===== src/rtl/stl_pkg.sv =====
package stl_pkg;

    // Default text length limit; offsets saturate at the smaller of this and 65535.
    localparam int unsigned STL_TEXT_LENGTH_MAX = 32'd65535;

    localparam int unsigned POS_W  = 16;
    localparam int unsigned KIND_W = 3;

    // Result queue depth; one byte can cause two results.
    localparam int unsigned FIFO_DEPTH = 4;
    localparam int unsigned FIFO_AW    = $clog2(FIFO_DEPTH);
    localparam int unsigned FIFO_CW    = $clog2(FIFO_DEPTH + 1);

    localparam logic [KIND_W-1:0] KIND_LPAREN    = 3'd0;
    localparam logic [KIND_W-1:0] KIND_RPAREN    = 3'd1;
    localparam logic [KIND_W-1:0] KIND_QUOTE     = 3'd2;
    localparam logic [KIND_W-1:0] KIND_NUMBER    = 3'd3;
    localparam logic [KIND_W-1:0] KIND_SYMBOL    = 3'd4;
    localparam logic [KIND_W-1:0] KIND_BAD_START = 3'd5;
    localparam logic [KIND_W-1:0] KIND_NO_DIGIT  = 3'd6;

    localparam logic [7:0] CH_NUL    = 8'h00;
    localparam logic [7:0] CH_LPAREN = 8'h28;
    localparam logic [7:0] CH_RPAREN = 8'h29;
    localparam logic [7:0] CH_QUOTE  = 8'h27;
    localparam logic [7:0] CH_DOT    = 8'h2E;
    localparam logic [7:0] CH_SPACE  = 8'h20;
    localparam logic [7:0] CH_TAB    = 8'h09;
    localparam logic [7:0] CH_CR     = 8'h0D;
    localparam logic [7:0] CH_ZERO   = 8'h30;
    localparam logic [7:0] CH_NINE   = 8'h39;

    typedef enum logic [4:0] {
        MODE_IDLE = 5'b00001,
        MODE_INT  = 5'b00010,
        MODE_DOT  = 5'b00100,
        MODE_FRAC = 5'b01000,
        MODE_SYM  = 5'b10000
    } t_mode;

    typedef struct packed {
        logic [KIND_W-1:0] kind;
        logic [POS_W-1:0]  start_offset;
        logic [POS_W-1:0]  end_offset;
        logic              last_of_run;
    } t_result;

    // Results produced by one accepted byte, in order.
    typedef struct packed {
        logic [1:0] cnt;
        t_result    res0;
        t_result    res1;
    } t_push_bus;

    function automatic logic is_digit(input logic [7:0] c);
        return (c >= CH_ZERO) && (c <= CH_NINE);
    endfunction

    function automatic logic is_space(input logic [7:0] c);
        return (c == CH_SPACE) || ((c >= CH_TAB) && (c <= CH_CR));
    endfunction

endpackage


===== src/rtl/sexpr_token_lexer.sv =====
// S-expression token lexer. Each input item is one text byte; byte 0 ends the
// text, flushes any pending token and returns the offset counter to zero.
// Each result item is a token or an error with its start offset and exclusive
// end offset: ( ) and ' are one-byte tokens, numbers are digits with an
// optional dot and more digits, and symbols are other runs of bytes. A byte
// that ends a token may also start one, so one byte can give two results;
// o_last_of_run marks the final result of each byte. The byte decode is
// combinational and the scan state is registered, so a byte is accepted
// every cycle while the four-entry result queue has room for two results.
// The queue drains one result per cycle while i_stall is low, so a run of
// bytes that each give two results stalls the input between bytes. Offsets
// saturate at min(TEXT_LENGTH_MAX, 65535); no start-up sweep after reset.
module sexpr_token_lexer
    import stl_pkg::*;
#(
    parameter int unsigned TEXT_LENGTH_MAX = STL_TEXT_LENGTH_MAX
) (
    input  logic              i_clk,
    input  logic              i_rst_n,
    input  logic              i_valid,
    output logic              o_stall,
    input  logic [7:0]        i_char_code,
    output logic              o_valid,
    input  logic              i_stall,
    output logic [KIND_W-1:0] o_kind,
    output logic [POS_W-1:0]  o_start_offset,
    output logic [POS_W-1:0]  o_end_offset,
    output logic              o_last_of_run
);

    t_push_bus push;
    t_result   head;
    logic      in_accept;
    logic      full2;

    // The stall depends only on the registered queue fill, never on i_valid.
    assign o_stall   = full2;
    assign in_accept = i_valid && !full2;

    // Scan state and per-byte decode.
    stl_lexer_core #(
        .TEXT_LENGTH_MAX(TEXT_LENGTH_MAX)
    ) u_core (
        .i_clk       (i_clk),
        .i_rst_n     (i_rst_n),
        .i_accept    (in_accept),
        .i_char_code (i_char_code),
        .o_push      (push)
    );

    // Result queue; it also decouples the output stall from the input side.
    stl_result_fifo u_fifo (
        .i_clk   (i_clk),
        .i_rst_n (i_rst_n),
        .i_push  (push),
        .i_pop   (!i_stall),
        .o_valid (o_valid),
        .o_full2 (full2),
        .o_res   (head)
    );

    assign o_kind         = head.kind;
    assign o_start_offset = head.start_offset;
    assign o_end_offset   = head.end_offset;
    assign o_last_of_run  = head.last_of_run;

endmodule


===== src/rtl/stl_lexer_core.sv =====
module stl_lexer_core
    import stl_pkg::*;
#(
    parameter int unsigned TEXT_LENGTH_MAX = STL_TEXT_LENGTH_MAX
) (
    input  logic             i_clk,
    input  logic             i_rst_n,
    input  logic             i_accept,
    input  logic [7:0]       i_char_code,
    output t_push_bus        o_push
);

    localparam logic [POS_W-1:0] POS_LIMIT =
        POS_W'((TEXT_LENGTH_MAX > 32'd65535) ? 32'd65535 : TEXT_LENGTH_MAX);

    t_mode            r_mode,  n_mode;
    logic [POS_W-1:0] r_tstart, n_tstart;
    logic [POS_W-1:0] r_pos,   n_pos;

    logic [POS_W-1:0]  pos_inc;
    logic              p_vld, s_vld, again;
    logic [KIND_W-1:0] p_kind, s_kind;
    logic [POS_W-1:0]  p_start, p_end;
    logic              sym_end;

    assign pos_inc = (r_pos >= POS_LIMIT) ? POS_LIMIT : r_pos + POS_W'(1);
    assign sym_end = is_space(i_char_code) || (i_char_code == CH_LPAREN)
                  || (i_char_code == CH_RPAREN) || (i_char_code == CH_QUOTE)
                  || (i_char_code == CH_DOT);

    always_comb begin
        n_mode   = r_mode;
        n_tstart = r_tstart;
        n_pos    = r_pos;
        p_vld    = 1'b0;
        p_kind   = KIND_NUMBER;
        p_start  = r_tstart;
        p_end    = r_pos;
        s_vld    = 1'b0;
        s_kind   = KIND_LPAREN;
        again    = 1'b0;

        if (i_accept) begin
            if (i_char_code == CH_NUL) begin
                // End of text: flush the pending token, then back to reset.
                case (r_mode)
                    MODE_INT, MODE_FRAC: begin
                        p_vld = 1'b1;
                    end
                    MODE_SYM: begin
                        p_vld  = 1'b1;
                        p_kind = KIND_SYMBOL;
                    end
                    MODE_DOT: begin
                        p_vld   = 1'b1;
                        p_kind  = KIND_NO_DIGIT;
                        p_start = r_pos;
                        p_end   = pos_inc;
                    end
                    default: begin
                    end
                endcase
                n_mode   = MODE_IDLE;
                n_tstart = '0;
                n_pos    = '0;
            end else begin
                case (r_mode)
                    MODE_INT: begin
                        if (i_char_code == CH_DOT) begin
                            n_mode = MODE_DOT;
                        end else if (!is_digit(i_char_code)) begin
                            p_vld  = 1'b1;
                            n_mode = MODE_IDLE;
                            again  = 1'b1;
                        end
                    end
                    MODE_DOT: begin
                        if (is_digit(i_char_code)) begin
                            n_mode = MODE_FRAC;
                        end else begin
                            // The byte after the dot is swallowed.
                            p_vld   = 1'b1;
                            p_kind  = KIND_NO_DIGIT;
                            p_start = r_pos;
                            p_end   = pos_inc;
                            n_mode  = MODE_IDLE;
                        end
                    end
                    MODE_FRAC: begin
                        if (!is_digit(i_char_code)) begin
                            p_vld  = 1'b1;
                            n_mode = MODE_IDLE;
                            again  = 1'b1;
                        end
                    end
                    MODE_SYM: begin
                        if (sym_end) begin
                            p_vld  = 1'b1;
                            p_kind = KIND_SYMBOL;
                            n_mode = MODE_IDLE;
                            again  = 1'b1;
                        end
                    end
                    default: begin
                        n_mode = MODE_IDLE;
                        again  = 1'b1;
                    end
                endcase

                if (again) begin
                    if (i_char_code == CH_LPAREN) begin
                        s_vld  = 1'b1;
                        s_kind = KIND_LPAREN;
                    end else if (i_char_code == CH_RPAREN) begin
                        s_vld  = 1'b1;
                        s_kind = KIND_RPAREN;
                    end else if (i_char_code == CH_QUOTE) begin
                        s_vld  = 1'b1;
                        s_kind = KIND_QUOTE;
                    end else if (is_digit(i_char_code)) begin
                        n_mode   = MODE_INT;
                        n_tstart = r_pos;
                    end else if (is_space(i_char_code)) begin
                        n_mode = MODE_IDLE;
                    end else if (i_char_code == CH_DOT) begin
                        s_vld  = 1'b1;
                        s_kind = KIND_BAD_START;
                    end else begin
                        n_mode   = MODE_SYM;
                        n_tstart = r_pos;
                    end
                end
                n_pos = pos_inc;
            end
        end
    end

    always_comb begin
        o_push.cnt = {1'b0, p_vld} + {1'b0, s_vld};
        if (p_vld) begin
            o_push.res0.kind         = p_kind;
            o_push.res0.start_offset = p_start;
            o_push.res0.end_offset   = p_end;
        end else begin
            o_push.res0.kind         = s_kind;
            o_push.res0.start_offset = r_pos;
            o_push.res0.end_offset   = pos_inc;
        end
        o_push.res0.last_of_run  = !(p_vld && s_vld);
        o_push.res1.kind         = s_kind;
        o_push.res1.start_offset = r_pos;
        o_push.res1.end_offset   = pos_inc;
        o_push.res1.last_of_run  = 1'b1;
    end

    always_ff @(posedge i_clk) begin
        if (!i_rst_n) begin
            r_mode   <= MODE_IDLE;
            r_tstart <= '0;
            r_pos    <= '0;
        end else begin
            r_mode   <= n_mode;
            r_tstart <= n_tstart;
            r_pos    <= n_pos;
        end
    end

`ifndef SYNTH
    a_eot_reset: assert property (@(posedge i_clk) disable iff (!i_rst_n)
        (i_accept && (i_char_code == CH_NUL))
        |=> (r_pos == '0) && (r_mode == MODE_IDLE))
        else $error("end of text did not return the lexer to its start");

    a_pos_step: assert property (@(posedge i_clk) disable iff (!i_rst_n)
        (i_accept && (i_char_code != CH_NUL) && (r_pos < POS_LIMIT))
        |=> (r_pos == $past(r_pos) + POS_W'(1)))
        else $error("position did not advance by one byte");
`endif

endmodule


===== src/rtl/stl_result_fifo.sv =====
module stl_result_fifo
    import stl_pkg::*;
(
    input  logic      i_clk,
    input  logic      i_rst_n,
    input  t_push_bus i_push,
    input  logic      i_pop,
    output logic      o_valid,
    output logic      o_full2,
    output t_result   o_res
);

    t_result              r_mem [FIFO_DEPTH];
    logic [FIFO_AW-1:0]   r_wr, n_wr;
    logic [FIFO_AW-1:0]   r_rd, n_rd;
    logic [FIFO_CW-1:0]   r_count, n_count;
    logic                 pop_ok;

    assign o_valid = (r_count != '0);
    // Stall the producer unless there is room for two results.
    assign o_full2 = (r_count > FIFO_CW'(FIFO_DEPTH - 2));
    assign o_res   = r_mem[r_rd];
    assign pop_ok  = i_pop && o_valid;

    always_comb begin
        n_wr    = r_wr + FIFO_AW'(i_push.cnt);
        n_rd    = r_rd + FIFO_AW'(pop_ok);
        n_count = r_count + FIFO_CW'(i_push.cnt) - FIFO_CW'(pop_ok);
    end

    always_ff @(posedge i_clk) begin
        if (i_push.cnt != 2'd0) begin
            r_mem[r_wr] <= i_push.res0;
        end
        if (i_push.cnt == 2'd2) begin
            r_mem[r_wr + FIFO_AW'(1)] <= i_push.res1;
        end
    end

    always_ff @(posedge i_clk) begin
        if (!i_rst_n) begin
            r_wr    <= '0;
            r_rd    <= '0;
            r_count <= '0;
        end else begin
            r_wr    <= n_wr;
            r_rd    <= n_rd;
            r_count <= n_count;
        end
    end

`ifndef SYNTH
    a_room: assert property (@(posedge i_clk) disable iff (!i_rst_n)
        (i_push.cnt != 2'd0) |-> (r_count <= FIFO_CW'(FIFO_DEPTH - 2)))
        else $error("results pushed without room for them");

    a_drain: assert property (@(posedge i_clk) disable iff (!i_rst_n)
        (pop_ok && (r_count == FIFO_CW'(1)) && (i_push.cnt == 2'd0))
        |=> !o_valid)
        else $error("queue still valid after its last result was taken");
`endif

endmodule

===== config.mk =====
export PLATFORM = sky130hd
export DESIGN_NAME = sexpr_token_lexer
export DESIGN_NICKNAME = d
export VERILOG_FILES = /design/src/rtl/stl_pkg.sv /design/src/rtl/sexpr_token_lexer.sv /design/src/rtl/stl_lexer_core.sv /design/src/rtl/stl_result_fifo.sv
export SDC_FILE = /design/constraint.sdc
export NUM_CORES = 1
export LEC_CHECK = 0
export ABC_AREA = 1
export ABC_CLOCK_PERIOD_IN_PS = 4110
export BUFFER_PORTS_ARGS = -buffer_cell sky130_fd_sc_hd__buf_4
export CAP_MARGIN = 20
export CORE_ASPECT_RATIO = 1.75
export CORE_MARGIN = 2
export CORE_UTILIZATION = 43
export CTS_CLUSTER_SIZE = 12
export DETAILED_ROUTE_END_ITERATION = 7
export HOLD_SLACK_MARGIN = 0.15
export SYNTH_ARGS = -nofsm -noshare
export SYNTH_HDL_FRONTEND = slang
export SYNTH_SLANG_ARGS = --single-unit

===== constraint.sdc =====
create_clock -name i_clk -period 4.11 [get_ports i_clk]
set_input_delay 0.411 -clock i_clk [delete_from_list [all_inputs] [get_ports i_clk]]
set_output_delay 0.411 -clock i_clk [all_outputs]
set_load 0.005 [all_outputs]

==> metrics.yaml <==
status:
  status: "complete, no violations"
synth:
  synth_flop_cell: "edfxtp_1"
  synth_top_cells_by_count: "nand2_1 (298), o21ai_0 (227), nand3_1 (146), edfxtp_1 (140), nor2_1 (129)"
  synth.distinct_cells: 42
  synth_area_um2: 10700
  avgSynthCellArea_um2: 7.85
  synth_largest_area_cell: "edfxtp_1"
  synth-edff-count: 140
  yosysSeqAreaShare_pct: 48.1
  ys_ff_latch: 188
  synth.area.top_cells: "edfxtp_1 (39%), o21ai_0 (11%), nand2_1 (10%), dfxtp_1 (9.0%), nand3_1 (6.8%)"
  synth_nets: 1388
  syn_inst: 1367
  synth_top_area_share_pct: 39.2
  synthArstFlopShare_pct: 0
  ys_warn_count: 0
  synth.most_common_cell: "nand2_1"
sta:
  worstMarginPinSlew_ns: 0.831
  finalCritPeriodShare_pct: 83.9
  fin_skew_ns: 0.0121
  hold_viol_final: 0
  setup_violations: 0
  fin_setup_tns_ns: 0
  drv_slew: 0
  period_needed_ns: 3.45
  rsz0062_at_grt: "no"
  fmax_mhz: 290
  slew_headroom_pct: 44.2
clock_tree:
  postCtsSetupBuffers: 0
  postCtsResizedCells: 0
  cts_tree: "yes"
  clk_pin_slew_ns: 0.07
  cts_sinks: 188
  cts_hold_buf: 0
  clk_latency_ns: 0.47
  cts_made_buffers: 17
  cts_buffer_depth: 2
  clockRootBuffer: "clkbuf_16"
  htree_levels: 4
setup_path:
  timing.rr.end: "u_fifo.r_mem[2][7]$_DFFE_PP_"
  startpoint_type: "flip-flop"
  cp_max_fo: 36
  reg2reg_depth: 17
  required_ns: 4.21
  regToRegSetupSlack_ns: 0.66
  cp.arrival_ns: 3.54
  rr_startpoint: "u_core.r_mode[1]$_SDFFE_PN0P_"
  endpoint_kind: "flip-flop"
  path_class: "reg2reg"
place:
  port_buffers: 49
  dpl-instance-area_um2: 11400
  dpl.hpwl_um: 22200
  place.gp.congestion: 0.918
detailed_routing:
  drt_iter0_drc: 957
  wirelength_um: 35200
  vias_per_cell: 5.91
  ant_nets: 0
  dr.pass1.iters: 7
  route.detailed.drc: 0
  vias: 10100
  wl_per_cell_um: 20.6
min_path:
  timing.hold.worst.start: "i_rst_n"
  min_path_type: "in2reg"
  hold_path_end: "u_core.r_mode[0]$_SDFFE_PN1P_"
  holdPathStages: 2
finish:
  fin_area_um2: 12000
  drive_above_1_share_pct: 11.6
  fin_nets: 1408
  area_growth_pct: 11.9
  num_antenna_cells: 0
global_routing:
  grt_max_degree: 74
  grt_pass1_wl_um: 54100
  antenna_found_initial: 0
  grt-ovfl-total: 0
  grt_pass1_vias: 9639
  grt.total_usage_pct: 27.7
floorplan:
  coreArea_um2: 24500
  die_h_um: 213
  io_pins: 50
  die_x_um: 123
  start_util_pct: 43.8
  rows: 76
  die_area_um2: 26300
power:
  p_leak_nw: 4.65
  powerDensity_nw_per_um2: 436
  ir_worst_vdd_mv: 0.330
run:
  maxCapViolations: 0
==> registers in the layout, indices dropped and copies added, names as in the netlist <==
| signal | count |
|---|---|
| u_core.r_tstart | 16 |
| u_fifo.r_count | 3 |
| u_fifo.r_rd | 2 |
| u_fifo.r_mem | 144 |
| u_fifo.r_wr | 2 |
| u_core.r_pos | 16 |
| u_core.r_mode | 5 |
==> area by class of cell <==
class                           count  area, um^2
Fill cell                        2407       12500
Sequential cell                   188        5170
Multi-Input combinational cell   1009        4890
Timing Repair Buffer               82         628
Clock buffer                       21         450
Tap cell                          312         390
Inverter                           89         334
Clock inverter                     11         144
==> worst max-delay path, cell delays in order, from the launching register on <==
cell,delay [ns]
dfxtp_1,0.37
nor2_1,0.09
nand3_1,0.17
nand2_1,0.10
nor2_1,0.22
a21oi_2,0.11
nand2_1,0.20
nand2_1,0.10
nor2_1,0.14
ha_1,0.32
inv_2,0.10
nor2_1,0.17
inv_1,0.09
nor2_2,0.08
buf_4,0.17
inv_1,0.06
nand2_1,0.06
buf_4,0.50
==> placed cells by master (no fill, tap or decap), drive strengths merged, types with 8 or more instances in the layout <==
master | synthesis | layout
inv | 87 | 88
nand2 | 314 | 314
dfxtp | 48 | 48
nand4 | 30 | 30
clkbuf | 62 | 21
nand3 | 151 | 151
o21ai | 250 | 250
buf | 19 | 82
a21oi | 47 | 47
ha | 8 | 8
nor2 | 136 | 136
nor3 | 17 | 17
edfxtp | 140 | 140
o22ai | 40 | 40
==> power breakdown <==
group	leakage, nW	switching [mW]	total (mW)	internal, mW
registers	1.83	0.0298	2.08	2.05
clock network	0.279	0.748	1.72	0.970
logic	2.54	0.885	1.44	0.557
total	4.65	1.66	5.24	3.57
==> how the worst max path moves through the flow <==
stage                                  start                            end  slack, ns  depth (start not counted)
2_1_floorplan                 i_char_code[4]  u_fifo.r_mem[1][10]$_DFFE_PP_       0.34                         18
3_3_place_gp                  i_char_code[4]  u_fifo.r_mem[2][24]$_DFFE_PP_       0.54                         19
3_5_place_dp                  i_char_code[4]  u_fifo.r_mem[2][24]$_DFFE_PP_       0.49                         19
4_1_cts        u_core.r_mode[1]$_SDFFE_PN0P_   u_fifo.r_mem[2][7]$_DFFE_PP_       0.67                         17
5_1_grt        u_core.r_mode[1]$_SDFFE_PN0P_   u_fifo.r_mem[2][7]$_DFFE_PP_       0.30                         17
6_report       u_core.r_mode[1]$_SDFFE_PN0P_   u_fifo.r_mem[2][7]$_DFFE_PP_       0.66                         17
==> stage by stage <==
step	power (mW)	setup slack, ns	hold WS, ns	util (%)	cells
6_report	5.24	0.662	0.176	48.9	1712
5_1_grt	5.45	0.298	0.192	48.9	1712
4_1_cts	5.25	0.668	0.175	48.9	1712
3_5_place_dp	3.56	0.485	0.461	46.5	1680
3_3_place_gp	3.56	0.537	0.457	46.5	1680
2_1_floorplan	2.94	0.342	0.441	-	1367
==> logic make-up (layout without fill, tap and decap cells) <==
group	Yosys count	after routing	synth area share, %
XOR/XNOR	6	6	0.490
AO/OA/AOI/OAI	345	345	17.1
buffers and inverters	170	203	6.54
AND/OR/NAND/NOR	649	649	26.7
adder cells (fa/ha/maj)	9	9	1.12
flip-flops	188	188	48.1
==> layer usage <==
layer  global-route usage (%)  vias up  part of all wire (%)
met5                        0        -                     0
met4                     15.0        0                   4.4
met3                     4.03      100                   6.0
met2                     48.6      451                    52
met1                     32.0     4803                    38
li1                         -     4769                     -
(Power assumes the default switching activity.)
